<file path="src/npbm_pkg.sv">
package npbm_pkg;

  // Default sizes
  localparam int DimBitsDef   = 16;
  localparam int MaxDigitsDef = 5;

  // Fixed result field widths
  localparam int HdrW  = 16;
  localparam int PixW  = 24;
  localparam int TypeW = 3;
  localparam int CntW  = 4;

  // Character codes
  localparam logic [7:0] ChP    = 8'h50;
  localparam logic [7:0] ChHash = 8'h23;
  localparam logic [7:0] Ch0    = 8'h30;
  localparam logic [7:0] Ch1    = 8'h31;
  localparam logic [7:0] Ch6    = 8'h36;
  localparam logic [7:0] Ch7    = 8'h37;
  localparam logic [7:0] Ch9    = 8'h39;
  localparam logic [7:0] ChSp   = 8'h20;
  localparam logic [7:0] ChTab  = 8'h09;
  localparam logic [7:0] ChLf   = 8'h0a;
  localparam logic [7:0] ChCr   = 8'h0d;

  // Bitmap pixel levels
  localparam logic [PixW-1:0] BitOn  = 24'd255;
  localparam logic [PixW-1:0] BitOff = 24'd0;

  typedef enum logic [1:0] {
    KIND_HEADER = 2'd0,
    KIND_PIXEL  = 2'd1,
    KIND_ERROR  = 2'd2
  } kind_e;

  typedef enum logic [1:0] {
    ERR_MAGIC   = 2'd0,
    ERR_NUMBER  = 2'd1,
    ERR_MAXVAL  = 2'd2,
    ERR_UNSUPP  = 2'd3
  } err_e;

  // Results caused by one byte: a single result, or a run of bitmap pixels
  typedef struct packed {
    logic             emit;
    logic [CntW-1:0]  cnt;
    kind_e            kind;
    logic [PixW-1:0]  value;
    err_e             err;
    logic             bitmap;
    logic             fin;
    logic [TypeW-1:0] img_type;
    logic [HdrW-1:0]  width;
    logic [HdrW-1:0]  height;
    logic [HdrW-1:0]  max_value;
  } bundle_t;

endpackage

</file>
<file path="src/npbm_parser.sv">
module npbm_parser #(
  parameter int DIM_BITS   = npbm_pkg::DimBitsDef,
  parameter int MAX_DIGITS = npbm_pkg::MaxDigitsDef
) (
  input  logic                clk_i,
  input  logic                rst_ni,
  input  logic                accept_i,
  input  logic [7:0]          in_byte_i,
  input  logic                start_of_file_i,
  output npbm_pkg::bundle_t   bundle_o
);

  localparam int AccW = $clog2(10 ** MAX_DIGITS);
  localparam int DcW  = $clog2(MAX_DIGITS + 1);
  localparam int PlW  = 2 * DIM_BITS;
  localparam int CmpW = (AccW > npbm_pkg::HdrW) ? AccW : npbm_pkg::HdrW;

  localparam logic [2:0] FmtP1 = 3'd1;
  localparam logic [2:0] FmtP3 = 3'd3;
  localparam logic [2:0] FmtP4 = 3'd4;
  localparam logic [2:0] FmtP5 = 3'd5;
  localparam logic [2:0] FmtP6 = 3'd6;

  typedef enum logic [3:0] {
    PH_MAGIC0, PH_MAGIC1, PH_WIDTH, PH_HEIGHT, PH_MAXVAL,
    PH_ASCII, PH_P4, PH_P5, PH_P6, PH_DONE, PH_ERROR
  } phase_e;

  phase_e              phase_q, phase_c, phase_d;
  logic [2:0]          fmt_q, fmt_c, fmt_d;
  logic [DIM_BITS-1:0] w_q, w_c, w_d;
  logic [DIM_BITS-1:0] h_q, h_c, h_d;
  logic [15:0]         mv_q, mv_c, mv_d;
  logic [AccW-1:0]     acc_q, acc_c, acc_d;
  logic [DcW-1:0]      dc_q, dc_c, dc_d;
  logic                cmt_q, cmt_c, cmt_d;
  logic [PlW-1:0]      left_q, left_c, left_d;
  logic [DIM_BITS-1:0] rc_q, rc_c, rc_d;
  logic [1:0]          ci_q, ci_c, ci_d;
  logic [15:0]         rgh_q, rgh_c, rgh_d;

  // Byte classes
  logic       is_ws, is_hash, is_dig;
  logic [3:0] dig;

  // Actions of this byte
  logic            do_commit, do_pix, do_hdr, do_fail, set_cmt;
  npbm_pkg::err_e  fcode;
  logic [npbm_pkg::PixW-1:0] pix_v;
  logic [AccW-1:0] cv;

  // Bitmap run
  logic [DIM_BITS-1:0] cols, rc_sum;
  logic [3:0]          run_n, run_m;

  npbm_pkg::bundle_t res;

  assign is_ws   = (in_byte_i == npbm_pkg::ChSp) ||
                   (in_byte_i inside {[npbm_pkg::ChTab:npbm_pkg::ChCr]});
  assign is_hash = (in_byte_i == npbm_pkg::ChHash);
  assign is_dig  = (in_byte_i inside {[npbm_pkg::Ch0:npbm_pkg::Ch9]});
  assign dig     = 4'(in_byte_i - npbm_pkg::Ch0);

  always_comb begin
    // start of file discards all earlier state
    if (start_of_file_i) begin
      phase_c = PH_MAGIC0;
      fmt_c   = '0;
      w_c     = '0;
      h_c     = '0;
      mv_c    = '0;
      acc_c   = '0;
      dc_c    = '0;
      cmt_c   = 1'b0;
      left_c  = '0;
      rc_c    = '0;
      ci_c    = '0;
      rgh_c   = '0;
    end else begin
      phase_c = phase_q;
      fmt_c   = fmt_q;
      w_c     = w_q;
      h_c     = h_q;
      mv_c    = mv_q;
      acc_c   = acc_q;
      dc_c    = dc_q;
      cmt_c   = cmt_q;
      left_c  = left_q;
      rc_c    = rc_q;
      ci_c    = ci_q;
      rgh_c   = rgh_q;
    end

    phase_d = phase_c;
    fmt_d   = fmt_c;
    w_d     = w_c;
    h_d     = h_c;
    mv_d    = mv_c;
    acc_d   = acc_c;
    dc_d    = dc_c;
    cmt_d   = cmt_c;
    left_d  = left_c;
    rc_d    = rc_c;
    ci_d    = ci_c;
    rgh_d   = rgh_c;

    do_commit = 1'b0;
    do_pix    = 1'b0;
    do_hdr    = 1'b0;
    do_fail   = 1'b0;
    set_cmt   = 1'b0;
    fcode     = npbm_pkg::ERR_MAGIC;
    pix_v     = '0;
    cv        = acc_c;

    res        = '0;
    res.kind   = npbm_pkg::KIND_PIXEL;
    res.err    = npbm_pkg::ERR_MAGIC;
    res.cnt    = 4'd1;

    cols   = w_c - rc_c;
    run_n  = (cols > DIM_BITS'(8)) ? 4'd8 : cols[3:0];
    run_m  = (PlW'(run_n) > left_c) ? left_c[3:0] : run_n;
    rc_sum = rc_c + DIM_BITS'(run_n);

    // per-phase byte handling
    case (phase_c)
      PH_MAGIC0: begin
        if (in_byte_i == npbm_pkg::ChP) begin
          phase_d = PH_MAGIC1;
        end else begin
          do_fail = 1'b1;
          fcode   = npbm_pkg::ERR_MAGIC;
        end
      end
      PH_MAGIC1: begin
        if (in_byte_i inside {[npbm_pkg::Ch1:npbm_pkg::Ch6]}) begin
          fmt_d   = dig[2:0];
          phase_d = PH_WIDTH;
        end else if (in_byte_i == npbm_pkg::Ch7) begin
          do_fail = 1'b1;
          fcode   = npbm_pkg::ERR_UNSUPP;
        end else begin
          do_fail = 1'b1;
          fcode   = npbm_pkg::ERR_MAGIC;
        end
      end
      PH_WIDTH, PH_HEIGHT, PH_MAXVAL, PH_ASCII: begin
        if (cmt_c) begin
          if (in_byte_i == npbm_pkg::ChLf || in_byte_i == npbm_pkg::ChCr) begin
            cmt_d = 1'b0;
          end
        end else if (is_dig) begin
          if (phase_c == PH_ASCII && fmt_c == FmtP1) begin
            if (dig > 4'd1) begin
              do_fail = 1'b1;
              fcode   = npbm_pkg::ERR_MAXVAL;
            end else begin
              do_pix = 1'b1;
              pix_v  = npbm_pkg::PixW'(dig);
            end
          end else if (dc_c >= DcW'(MAX_DIGITS)) begin
            do_fail = 1'b1;
            fcode   = npbm_pkg::ERR_NUMBER;
          end else begin
            acc_d = AccW'((acc_c << 3) + (acc_c << 1) + AccW'(dig));
            dc_d  = dc_c + 1'b1;
          end
        end else if (is_ws || is_hash) begin
          if (dc_c != '0) begin
            acc_d     = '0;
            dc_d      = '0;
            do_commit = 1'b1;
          end
          set_cmt = is_hash;
        end else begin
          do_fail = 1'b1;
          fcode   = npbm_pkg::ERR_NUMBER;
        end
      end
      PH_P4: begin
        // up to eight pixels, capped by the row end and the image end
        res.emit   = 1'b1;
        res.cnt    = run_m;
        res.bitmap = 1'b1;
        res.value  = npbm_pkg::PixW'(in_byte_i);
        res.fin    = (PlW'(run_m) == left_c);
        left_d     = left_c - PlW'(run_m);
        if (PlW'(run_m) == left_c) begin
          phase_d = PH_DONE;
        end
        rc_d = (rc_sum >= w_c) ? '0 : rc_sum;
      end
      PH_P5: begin
        do_pix = 1'b1;
        pix_v  = npbm_pkg::PixW'(in_byte_i);
      end
      PH_P6: begin
        if (ci_c == 2'd0) begin
          rgh_d = {8'h00, in_byte_i};
          ci_d  = 2'd1;
        end else if (ci_c == 2'd1) begin
          rgh_d = {in_byte_i, rgh_c[7:0]};
          ci_d  = 2'd2;
        end else begin
          ci_d   = 2'd0;
          do_pix = 1'b1;
          pix_v  = {in_byte_i, rgh_c};
        end
      end
      default: ;
    endcase

    // finished number: header field or ASCII sample
    if (do_commit) begin
      case (phase_c)
        PH_WIDTH: begin
          if ((cv >> DIM_BITS) != '0) begin
            do_fail = 1'b1;
            fcode   = npbm_pkg::ERR_NUMBER;
          end else begin
            w_d     = DIM_BITS'(cv);
            phase_d = PH_HEIGHT;
          end
        end
        PH_HEIGHT: begin
          if ((cv >> DIM_BITS) != '0) begin
            do_fail = 1'b1;
            fcode   = npbm_pkg::ERR_NUMBER;
          end else begin
            h_d = DIM_BITS'(cv);
            if (fmt_c == FmtP1 || fmt_c == FmtP4) begin
              mv_d   = 16'd1;
              do_hdr = 1'b1;
            end else begin
              phase_d = PH_MAXVAL;
            end
          end
        end
        PH_MAXVAL: begin
          if ((cv >> 16) != '0) begin
            do_fail = 1'b1;
            fcode   = npbm_pkg::ERR_NUMBER;
          end else begin
            mv_d   = 16'(cv);
            do_hdr = 1'b1;
          end
        end
        default: begin
          if (CmpW'(cv) > CmpW'(mv_c)) begin
            do_fail = 1'b1;
            fcode   = npbm_pkg::ERR_MAXVAL;
          end else if (fmt_c != FmtP3) begin
            do_pix = 1'b1;
            pix_v  = npbm_pkg::PixW'(cv);
          end else if (ci_c == 2'd0) begin
            rgh_d = {8'h00, cv[7:0]};
            ci_d  = 2'd1;
          end else if (ci_c == 2'd1) begin
            rgh_d = {cv[7:0], rgh_c[7:0]};
            ci_d  = 2'd2;
          end else begin
            ci_d   = 2'd0;
            do_pix = 1'b1;
            pix_v  = {cv[7:0], rgh_c};
          end
        end
      endcase
    end

    // end of header
    if (do_hdr) begin
      if (fmt_c >= FmtP4 && !is_ws) begin
        do_fail = 1'b1;
        fcode   = npbm_pkg::ERR_NUMBER;
      end else begin
        left_d   = PlW'(w_d) * PlW'(h_d);
        rc_d     = '0;
        ci_d     = '0;
        rgh_d    = '0;
        res.emit = 1'b1;
        res.kind = npbm_pkg::KIND_HEADER;
        if (w_d == '0 || h_d == '0) begin
          phase_d = PH_DONE;
        end else if (fmt_c == FmtP4) begin
          phase_d = PH_P4;
        end else if (fmt_c == FmtP5) begin
          phase_d = PH_P5;
        end else if (fmt_c == FmtP6) begin
          phase_d = PH_P6;
        end else begin
          phase_d = PH_ASCII;
        end
      end
    end

    // single pixel
    if (do_pix) begin
      left_d    = left_c - 1'b1;
      res.emit  = 1'b1;
      res.value = pix_v;
      res.fin   = (left_c == PlW'(1));
      if (left_c == PlW'(1)) begin
        phase_d = PH_DONE;
      end
    end

    // error ends the file
    if (do_fail) begin
      phase_d   = PH_ERROR;
      res       = '0;
      res.emit  = 1'b1;
      res.cnt   = 4'd1;
      res.kind  = npbm_pkg::KIND_ERROR;
      res.err   = fcode;
    end

    if (set_cmt && (phase_d inside {[PH_WIDTH:PH_ASCII]})) begin
      cmt_d = 1'b1;
    end

    // header state as it stands after this byte
    res.img_type  = fmt_d;
    res.width     = npbm_pkg::HdrW'(w_d);
    res.height    = npbm_pkg::HdrW'(h_d);
    res.max_value = mv_d;
  end

  assign bundle_o = res;

  // parser state
  always_ff @(posedge clk_i or negedge rst_ni) begin
    if (!rst_ni) begin
      phase_q <= PH_MAGIC0;
      fmt_q   <= '0;
      w_q     <= '0;
      h_q     <= '0;
      mv_q    <= '0;
      acc_q   <= '0;
      dc_q    <= '0;
      cmt_q   <= 1'b0;
      left_q  <= '0;
      rc_q    <= '0;
      ci_q    <= '0;
      rgh_q   <= '0;
    end else if (accept_i) begin
      phase_q <= phase_d;
      fmt_q   <= fmt_d;
      w_q     <= w_d;
      h_q     <= h_d;
      mv_q    <= mv_d;
      acc_q   <= acc_d;
      dc_q    <= dc_d;
      cmt_q   <= cmt_d;
      left_q  <= left_d;
      rc_q    <= rc_d;
      ci_q    <= ci_d;
      rgh_q   <= rgh_d;
    end
  end

endmodule

</file>
<file path="src/npbm_out_reg.sv">
module npbm_out_reg (
  input  logic              clk_i,
  input  logic              rst_ni,
  input  logic              load_i,
  input  npbm_pkg::bundle_t bundle_i,
  output logic              free_o,
  output logic              out_valid_o,
  input  logic              out_stall_i,
  output logic [1:0]        kind_o,
  output logic [23:0]       pixel_value_o,
  output logic [2:0]        image_type_o,
  output logic [15:0]       width_o,
  output logic [15:0]       height_o,
  output logic [15:0]       max_value_o,
  output logic [1:0]        error_code_o,
  output logic              last_pixel_o,
  output logic              last_o
);

  npbm_pkg::bundle_t bundle_q;
  logic              valid_q;
  logic [2:0]        rem_q;
  logic [2:0]        pos_q;
  logic              take;

  assign take   = valid_q && !out_stall_i;
  assign free_o = !valid_q || (take && rem_q == 3'd0);

  // result register, walks through a bitmap run one pixel per request
  always_ff @(posedge clk_i or negedge rst_ni) begin
    if (!rst_ni) begin
      valid_q <= 1'b0;
      rem_q   <= '0;
      pos_q   <= '0;
    end else if (load_i) begin
      valid_q <= 1'b1;
      rem_q   <= 3'(bundle_i.cnt - 1'b1);
      pos_q   <= '0;
    end else if (take) begin
      if (rem_q == 3'd0) begin
        valid_q <= 1'b0;
      end else begin
        rem_q <= rem_q - 1'b1;
        pos_q <= pos_q + 1'b1;
      end
    end
  end

  always_ff @(posedge clk_i) begin
    if (load_i) begin
      bundle_q <= bundle_i;
    end
  end

  assign out_valid_o   = valid_q;
  assign kind_o        = bundle_q.kind;
  assign pixel_value_o = !bundle_q.bitmap ? bundle_q.value :
                         (bundle_q.value[3'd7 - pos_q] ? npbm_pkg::BitOn : npbm_pkg::BitOff);
  assign image_type_o  = bundle_q.img_type;
  assign width_o       = bundle_q.width;
  assign height_o      = bundle_q.height;
  assign max_value_o   = bundle_q.max_value;
  assign error_code_o  = bundle_q.err;
  assign last_o        = (rem_q == 3'd0);
  assign last_pixel_o  = bundle_q.fin && (rem_q == 3'd0);

endmodule

</file>
<file path="src/netpbm_stream_decoder_top.sv">
// NetPBM (P1..P6) byte stream decoder. One file byte is taken per request;
// start_of_file_i high restarts parsing on that byte. Results (header, pixel
// or error) leave one per request through a single output register, valid in
// the cycle after the byte that causes them is taken. While that register is
// empty or being emptied, a byte that gives no result or one result is
// accepted every cycle, back to back. A result held in the register by
// out_stall_i stalls the input, whether or not the next byte gives a result.
// A P4 byte that expands to m pixels (m up to 8) is handed out by the register
// one pixel per cycle while out_stall_i is low, and the input stays stalled
// until the last of those pixels is taken. Header width and height take
// DIM_BITS bits, and numbers take at most MAX_DIGITS decimal digits.
module netpbm_stream_decoder_top #(
  parameter int DIM_BITS   = npbm_pkg::DimBitsDef,
  parameter int MAX_DIGITS = npbm_pkg::MaxDigitsDef
) (
  input  logic        clk_i,
  input  logic        rst_ni,
  input  logic        in_valid_i,
  output logic        in_stall_o,
  input  logic [7:0]  in_byte_i,
  input  logic        start_of_file_i,
  output logic        out_valid_o,
  input  logic        out_stall_i,
  output logic [1:0]  kind_o,
  output logic [23:0] pixel_value_o,
  output logic [2:0]  image_type_o,
  output logic [15:0] width_o,
  output logic [15:0] height_o,
  output logic [15:0] max_value_o,
  output logic [1:0]  error_code_o,
  output logic        last_pixel_o,
  output logic        last_o
);

  npbm_pkg::bundle_t bundle;
  logic              accept;
  logic              free;

  assign in_stall_o = !free;
  assign accept     = in_valid_i && free;

  npbm_parser #(
    .DIM_BITS   (DIM_BITS),
    .MAX_DIGITS (MAX_DIGITS)
  ) u_parser (
    .clk_i           (clk_i),
    .rst_ni          (rst_ni),
    .accept_i        (accept),
    .in_byte_i       (in_byte_i),
    .start_of_file_i (start_of_file_i),
    .bundle_o        (bundle)
  );

  npbm_out_reg u_out_reg (
    .clk_i         (clk_i),
    .rst_ni        (rst_ni),
    .load_i        (accept && bundle.emit),
    .bundle_i      (bundle),
    .free_o        (free),
    .out_valid_o   (out_valid_o),
    .out_stall_i   (out_stall_i),
    .kind_o        (kind_o),
    .pixel_value_o (pixel_value_o),
    .image_type_o  (image_type_o),
    .width_o       (width_o),
    .height_o      (height_o),
    .max_value_o   (max_value_o),
    .error_code_o  (error_code_o),
    .last_pixel_o  (last_pixel_o),
    .last_o        (last_o)
  );

endmodule

</file>
<file path="config.mk">
export PLATFORM = sky130hd
export DESIGN_NAME = netpbm_stream_decoder_top
export DESIGN_NICKNAME = d
export VERILOG_FILES = /design/src/npbm_pkg.sv /design/src/npbm_parser.sv /design/src/npbm_out_reg.sv /design/src/netpbm_stream_decoder_top.sv
export SDC_FILE = /design/constraint.sdc
export NUM_CORES = 2
export LEC_CHECK = 0
export BUFFER_PORTS_ARGS = -buffer_cell sky130_fd_sc_hd__buf_2
export CAP_MARGIN = 20
export CORE_MARGIN = 3
export CORE_UTILIZATION = 30
export DETAILED_ROUTE_END_ITERATION = 16
export PLACE_DENSITY_LB_ADDON = 0.2
export SYNTH_ARGS = -nofsm -noshare
export SYNTH_HDL_FRONTEND = slang
export SYNTH_SLANG_ARGS = --single-unit
</file>
<file path="constraint.sdc">
create_clock -name clk_i -period 8.95 [get_ports clk_i]
set_input_delay 1.79 -clock clk_i [delete_from_list [all_inputs] [get_ports clk_i]]
set_output_delay 1.79 -clock clk_i [all_outputs]
set_load 0.02 [all_outputs]
</file>
# [Word level (Yosys, flattened, before mapping)]
# Index checks and enable logic that the tools add are counted.
# Widths: inputs -> output; s select.
[classes] eq_ne=23 n_lt_le_gt_ge=16 mux=185 reduce_logical=34 multipliers=1 add_sub_neg=12
[ops] op="$mux 16" n=30
[ops] op="$mux 24" n=13
[ops] op="$mux 32" n=5
[ops] op="$mux 17" n=8
[ops] op="$mux 86" n=1
[ops] op="$mux 4" n=20
[ops] op="$pmux 24 s3" n=1
[ops] op="$mux 1" n=55
[ops] op="$mux 3" n=17
[ops] op="$mux 2" n=24
[ops] op="$eq 32x1->1 const B" n=1
[ops] op="$eq 4x32->1" n=1
[ops] op="$gt 4x32->1" n=1
[ops] op="$logic_not 16->1" n=2
[ops] op="$mul 16x16->32" n=1
[ops] op="$pmux 16 s2" n=1
[ops] op="$sub 32x1->32 const B" n=1
[ops] op="$sub 32x4->32" n=1
[ops] op="$eq 8x6->1 const B" n=3
[ops] op="$add 17x17->17" n=1
[ops] op="$add 17x4->17" n=1
[ops] op="$gt 17x16->1" n=1
[ops] op="$add 16x4->16" n=1
[ops] op="$eq 4x3->1 const B" n=4
[ops] op="other kinds (45)" n=77
[totals] wordCells=295 input_bits=13 ff_bits=230 out_inout_bits=83

# [Longest topological paths before layout]
[logic_depth] word_depth=22 ltp_mapped=45 depth_no_buf=36

# [Modules after synthesis]
# From an unflattened synthesis, not the netlist that was laid out.
[hier_totals] hier_cells=2978 hier_area_um2=25699.6
[by_module_without_submodules] module="npbm_parser" n_inst=1 cells_each=2763 seq_area_each_um2=3553.4 area_each_um2=22170.0
[by_module_without_submodules] module="npbm_out_reg" n_inst=1 cells_each=212 seq_area_each_um2=2607.5 area_each_um2=3512.1
[by_module_without_submodules] module="netpbm_stream_decoder_top" n_inst=1 cells_each=3 seq_area_each_um2=0.0 area_each_um2=17.5

# [Worst setup path after synthesis]
# Ideal clock, no wire load.
[synth_path] path_type="input to register" start="in start_of_file_i" end="reg u_parser.left_q[31]" t_arrival_ns=11.156 path_slack_ns=-2.328 stages=39 path_buffers=7 path_cell_list="inv_1 > clkbuf_1 > clkbuf_1 > clkbuf_1 > clkbuf_1 > buf_1 > nand2_1 > ha_1 > nand2_1 > o2111ai_1 > clkbuf_1 > nor4_2 > nand2_1 > a21boi_1 > inv_1 > clkbuf_1 > nand2_1 > fa_1 > [3 not listed] > fa_1 > fa_1 > inv_1 > fa_1 > fa_1 > ha_1 > a21o_1 > a21o_1 > a21oi_1 > nor4b_1 > o311ai_0 > o211ai_1 > o21ai_0 > a31oi_1 > o21ai_0 > nand2_1 > nand4_1 > a32o_1"
[synth_lines] item="start: declaration" line_no="netpbm_stream_decoder_top.sv:21" text="input logic start_of_file_i,"
[synth_lines] item="end signal: assignment" line_no="npbm_parser.sv:355" text="left_q <= left_d;"
[synth_lines] item="end: declaration" line_no="npbm_parser.sv:37" text="logic [PlW-1:0] left_q, left_c, left_d;"

# [Final worst setup path]
[layout_path] start="in in_byte_i[7]" end="reg u_parser.left_q[30]"
[layout_between] elab_chain_len=13 word_cells_on_any_way=32
[layout_lines] item="start: declaration" line_no="netpbm_stream_decoder_top.sv:20" text="input logic [7:0] in_byte_i,"
[layout_lines] item="$ge 8x4->1 / $le 8x4->1 (equally long branches)" line_no="npbm_parser.sv:59" text="(in_byte_i inside {[npbm_pkg::ChTab:npbm_pkg::ChCr]});"
[layout_lines] item="$logic_and 1x1->1" line_no="npbm_parser.sv:59"
[layout_lines] item="$logic_or 1x1->1" line_no="npbm_parser.sv:58" text="assign is_ws = (in_byte_i == npbm_pkg::ChSp) ||"
[layout_lines] item="$logic_or 1x1->1" line_no="npbm_parser.sv:169" text="end else if (is_ws || is_hash) begin"
[layout_lines] item="$mux 1" line_no="npbm_parser.sv:169"
[layout_lines] item="$mux 1" line_no="npbm_parser.sv:153" text="end else if (is_dig) begin"
[layout_lines] item="$mux 1" line_no="npbm_parser.sv:149" text="if (cmt_c) begin"
[layout_lines] item="$mux 1" line_no="npbm_parser.sv:127" text="case (phase_c)"
[layout_lines] item="$mux 16" line_no="npbm_parser.sv:215" text="if (do_commit) begin"
[layout_lines] item="$mul 16x16->32" line_no="npbm_parser.sv:277" text="left_d = PlW'(w_d) * PlW'(h_d);"
[layout_lines] item="$mux 32" line_no="npbm_parser.sv:273" text="if (fmt_c >= FmtP4 && !is_ws) begin"
[layout_lines] item="$mux 32" line_no="npbm_parser.sv:272" text="if (do_hdr) begin"
[layout_lines] item="$mux 32 (*)" line_no="npbm_parser.sv:298" text="if (do_pix) begin"
# Every way passes the cells marked *; elsewhere a longest branch is shown, timed or not.
# A chain may end at the register's enable or synchronous reset.

==> results.md <==
* Routability cong. at 0.9009
* # rows at 104
* Antenna violations before repair at 1
* Port-buffer cells at 95
* Fillcell total at 8,239
* Critical Path RT at 9370 ps
* WS Path Type: in2reg
* Synth Cell Area at 24,860 µm²
* Leak at 0.01491 µW
* First-pass GRT wire length at 139.5 mm
* Placed cell area at 29,140 µm²
* DR WL/cell at 20.14 µm
* Final Max Slew Viols at 0
* Crit-path max cell delay at 580 ps
* Die area at 86,350 µm²
* Root buf cell: clkbuf_16
* Post-Syn Instances at 2,995
* DRT antenna net count at 0
* Fin crit share at 100.2%
* Vias/cell at 5.100
* Setup slack after layout at -17.11 ps
* Reg-to-Reg Start: u_parser.phase_q[1]
* Post-Layout Cell Count at 4,465
* EDFF count, synth at 81
* Worst EP arrival at 9380 ps
* Avg Inst Size Synth at 8.300 µm²
* Ports at 96
* CTS Buf Count at 35
* Outcome: finished, violations left
* Seq/Total Area, Yosys at 24.78%
* Crit path time final at 8967 ps
* Cell mode on critical path: fa_1
* Die H at 293.9 µm
* Starting Density at 30.57%
* Critical path buffer and inverter count at 8
* Area growth syn-to-layout at 26.57%
* Hold endpoint: u_parser.w_q[10]
* CP Max Fanout at 5
* Chip width at 293.9 µm
* Worst vdd ir at 0.1128 mV
* Slowest cell on crit path: fa_1
* Unique cell type count in the Yosys netlist at 82
* Hpwl dp at 70.37 mm
* DR pass1 iterations at 6
* Failing checks: negative setup slack
* CTS tree: yes
* CP delay by family, top: adder cells
* Syn nets at 3,398
* DR iter-0 viols at 1,685
* Flop-to-flop setup slack at 820 ps
* Cell Pwr Density at 128.9 nW/µm²
* Final WL at 89.91 mm
* Synthesized flop and latch total at 230
* Slew HR at 34.28%
* Worst-Skew Late Latency at 570 ps
* Gr usage total at 20.87%
* Clock Skews at 37.10 ps
* Fmax at 111.5 MHz
* Reg2reg end: u_parser.left_q[30]
* Vias at 22,770
* Worst setup EP type: register
* DRC violations left at 0
* Synth warnings at 0
* Worst-Margin Slew at 982.1 ps
* Design area at 31,460 µm²
* Aggregate global routing overflow at 0
* Ys async rst share at 64.78%
* Number of global-route vias before repair at 23,130
* Bufs on Longest Clock Path at 3
* Share of cells above drive strength 1 at 24.02%
* Synth Flop Type: dfrtp_1
* Diodes inserted at 0
* Hold depth at 2
* Final setup fails at 1
* Fin util at 38.69%
* Worst min path class: reg2reg
* CTS sink cnt at 230
* DP Cell Count at 4,337
* H-tree levels at 2
* Total design power at 4055 µW
* Max-cap viol count at 0
* Worst setup SP type: primary input
* Largest net degree at the start of global routing at 85
* Final #Nets at 3,781
* CTS clock-pin slew for the worst setup and hold paths at 60 ps
* Final Hold Fails at 0
* Setup TNS at -17.11 ps
* Reg2Reg Depth at 35
* Hold_sp: u_parser.w_q[10]
* Core footprint at 81,330 µm²
* CTS Hold Buffers Added at 0
* RSZ-0062 raised after global routing: true
-- cell usage in the layout (no fill, tap or decap), types with 20 or more instances in the layout --
master / count
nand3_1: 42
inv_2: 35
a22oi_1: 22
o21ai_0: 156
nor2b_1: 77
a21oi_1: 128
nand2_2: 29
buf_2: 92
a31oi_1: 23
clkbuf_16: 36
a21o_1: 38
a22o_1: 57
nor2_1: 254
xnor2_1: 56
nor4_1: 20
nand2_1: 463
nor3_1: 63
o211ai_1: 24
a211oi_1: 20
buf_6: 36
edfxtp_1: 81
ha_1: 173
inv_1: 266
dfrtp_1: 149
fa_1: 189
buf_4: 401
-- cells in the mapped netlist (all sizes together), types with 11 or more instances --
cell      n  area [µm²]
nand2   502        1884
inv     309        1160
nor2    260       975.9
fa      199        3984
ha      191        2390
o21ai   179       895.9
dfrtp   149        3729
a21oi   137       685.7
clkbuf  127       476.7
edfxtp   81        2432
nor2b    79       494.2
buf      75       495.5
nor3     64       320.3
xnor2    59       516.8
a22o     58       508.0
nand3    43       215.2
a21o     38       285.3
a22oi    33       247.7
a31oi    25       156.4
nor4     25       183.9
o211ai   25       192.7
a211oi   22       165.2
or3      20       125.1
xor2     20       175.2
nand2b   19       118.9
nand4    19       118.9
mux2i    16       160.2
o21a     16       120.1
and2     15       96.35
or2      15       93.84
and3     14       87.58
o22ai    12       75.07
o21bai   11       82.58
o31ai    11       82.58
-- repair_timing --
action | CTS | global route
resized for setup | 68 | 143
pin swaps | 41 | 87
setup endpoints to repair | 12 | 31
buffers inserted | 32 | 33
cloned | 2 | 1
-- sequential cells by signal (all words and copies together), names as in the netlist, 4 cells and up --
signal,flops
u_parser.left_q,32
u_out_reg.bundle_q,26
u_parser.acc_q,17
u_out_reg.height_o,16
u_out_reg.max_value_o,16
u_out_reg.width_o,16
u_parser.h_q,16
u_parser.mv_q,16
u_parser.rc_q,16
u_parser.rgh_q,16
u_parser.w_q,16
u_parser.phase_q,4
-- worst max path at each step --
stage / start / to / cells past startpoint
final: in_byte_i[7] / u_parser.left_q[30] / 34
after global routing: in_byte_i[7] / u_parser.left_q[27] / 36
after CTS: in_byte_i[7] / u_parser.left_q[27] / 37
after detailed placement: in_byte_i[6] / u_parser.left_q[31] / 35
after global placement: in_byte_i[6] / u_parser.left_q[31] / 35
after floorplan: start_of_file_i / u_parser.left_q[31] / 41
-- metrics by stage --
stage / hold slack [ps] / setup WS [ps]
6_report: 476.4 / -17.11
3_3_place_gp: 458.8 / -874.3
4_1_cts: 478.7 / -49.36
3_5_place_dp: 465.6 / -953.9
2_1_floorplan: 442.2 / -646.5
5_1_grt: 522.5 / -290.7
-- per-layer routing --
layer / vias to the layer above / GRT usage [%] / share of wire [%]
li1: 10890 / - / -
met1: 11200 / 29.23 / 46
met2: 564 / 33.38 / 45
met3: 116 / 3.057 / 5.3
met4: 0 / 6.220 / 2.9
met5: - / 0 / 0
-- tightest hold or removal path, stage by stage (launching register included) --
cell	delay [ps]
dfrtp_1	330
nand2_1	50
o21ai_0	60
-- layout make-up --
cell class              count  area [µm²]  area share, %
inverters                 315        1237          3.933
clock inverters            26       232.7         0.7397
flip-flops and latches    230        6161          19.58
clock buffers              38       887.1          2.820
well taps                1060        1326          4.215
repair buffers            547        4237          13.47
multi-input cells        2248       17370          55.22
repair inverters            1       7.507        0.02386
-- logic make-up after synthesis --
kind of cell	after synthesis	synth area share [%]
and+or+nand+nor	1105	19.94
AOI/OAI and AO/OA	653	17.23
xor gates and xnor gates	79	2.783
buffers and inverters	517	8.667
DFF	230	24.78
muxes	21	0.9613
adders and majority gates	390	25.64
-- report_power, final --
group          leakage (µW)  internal [µW]  switching (µW)  total, µW
Clock              0.000543            787             581       1370
Sequential          0.00277           1270             191       1460
Combinational        0.0116            422             801       1220
Note: power is estimated with default switching activity, not from simulation.
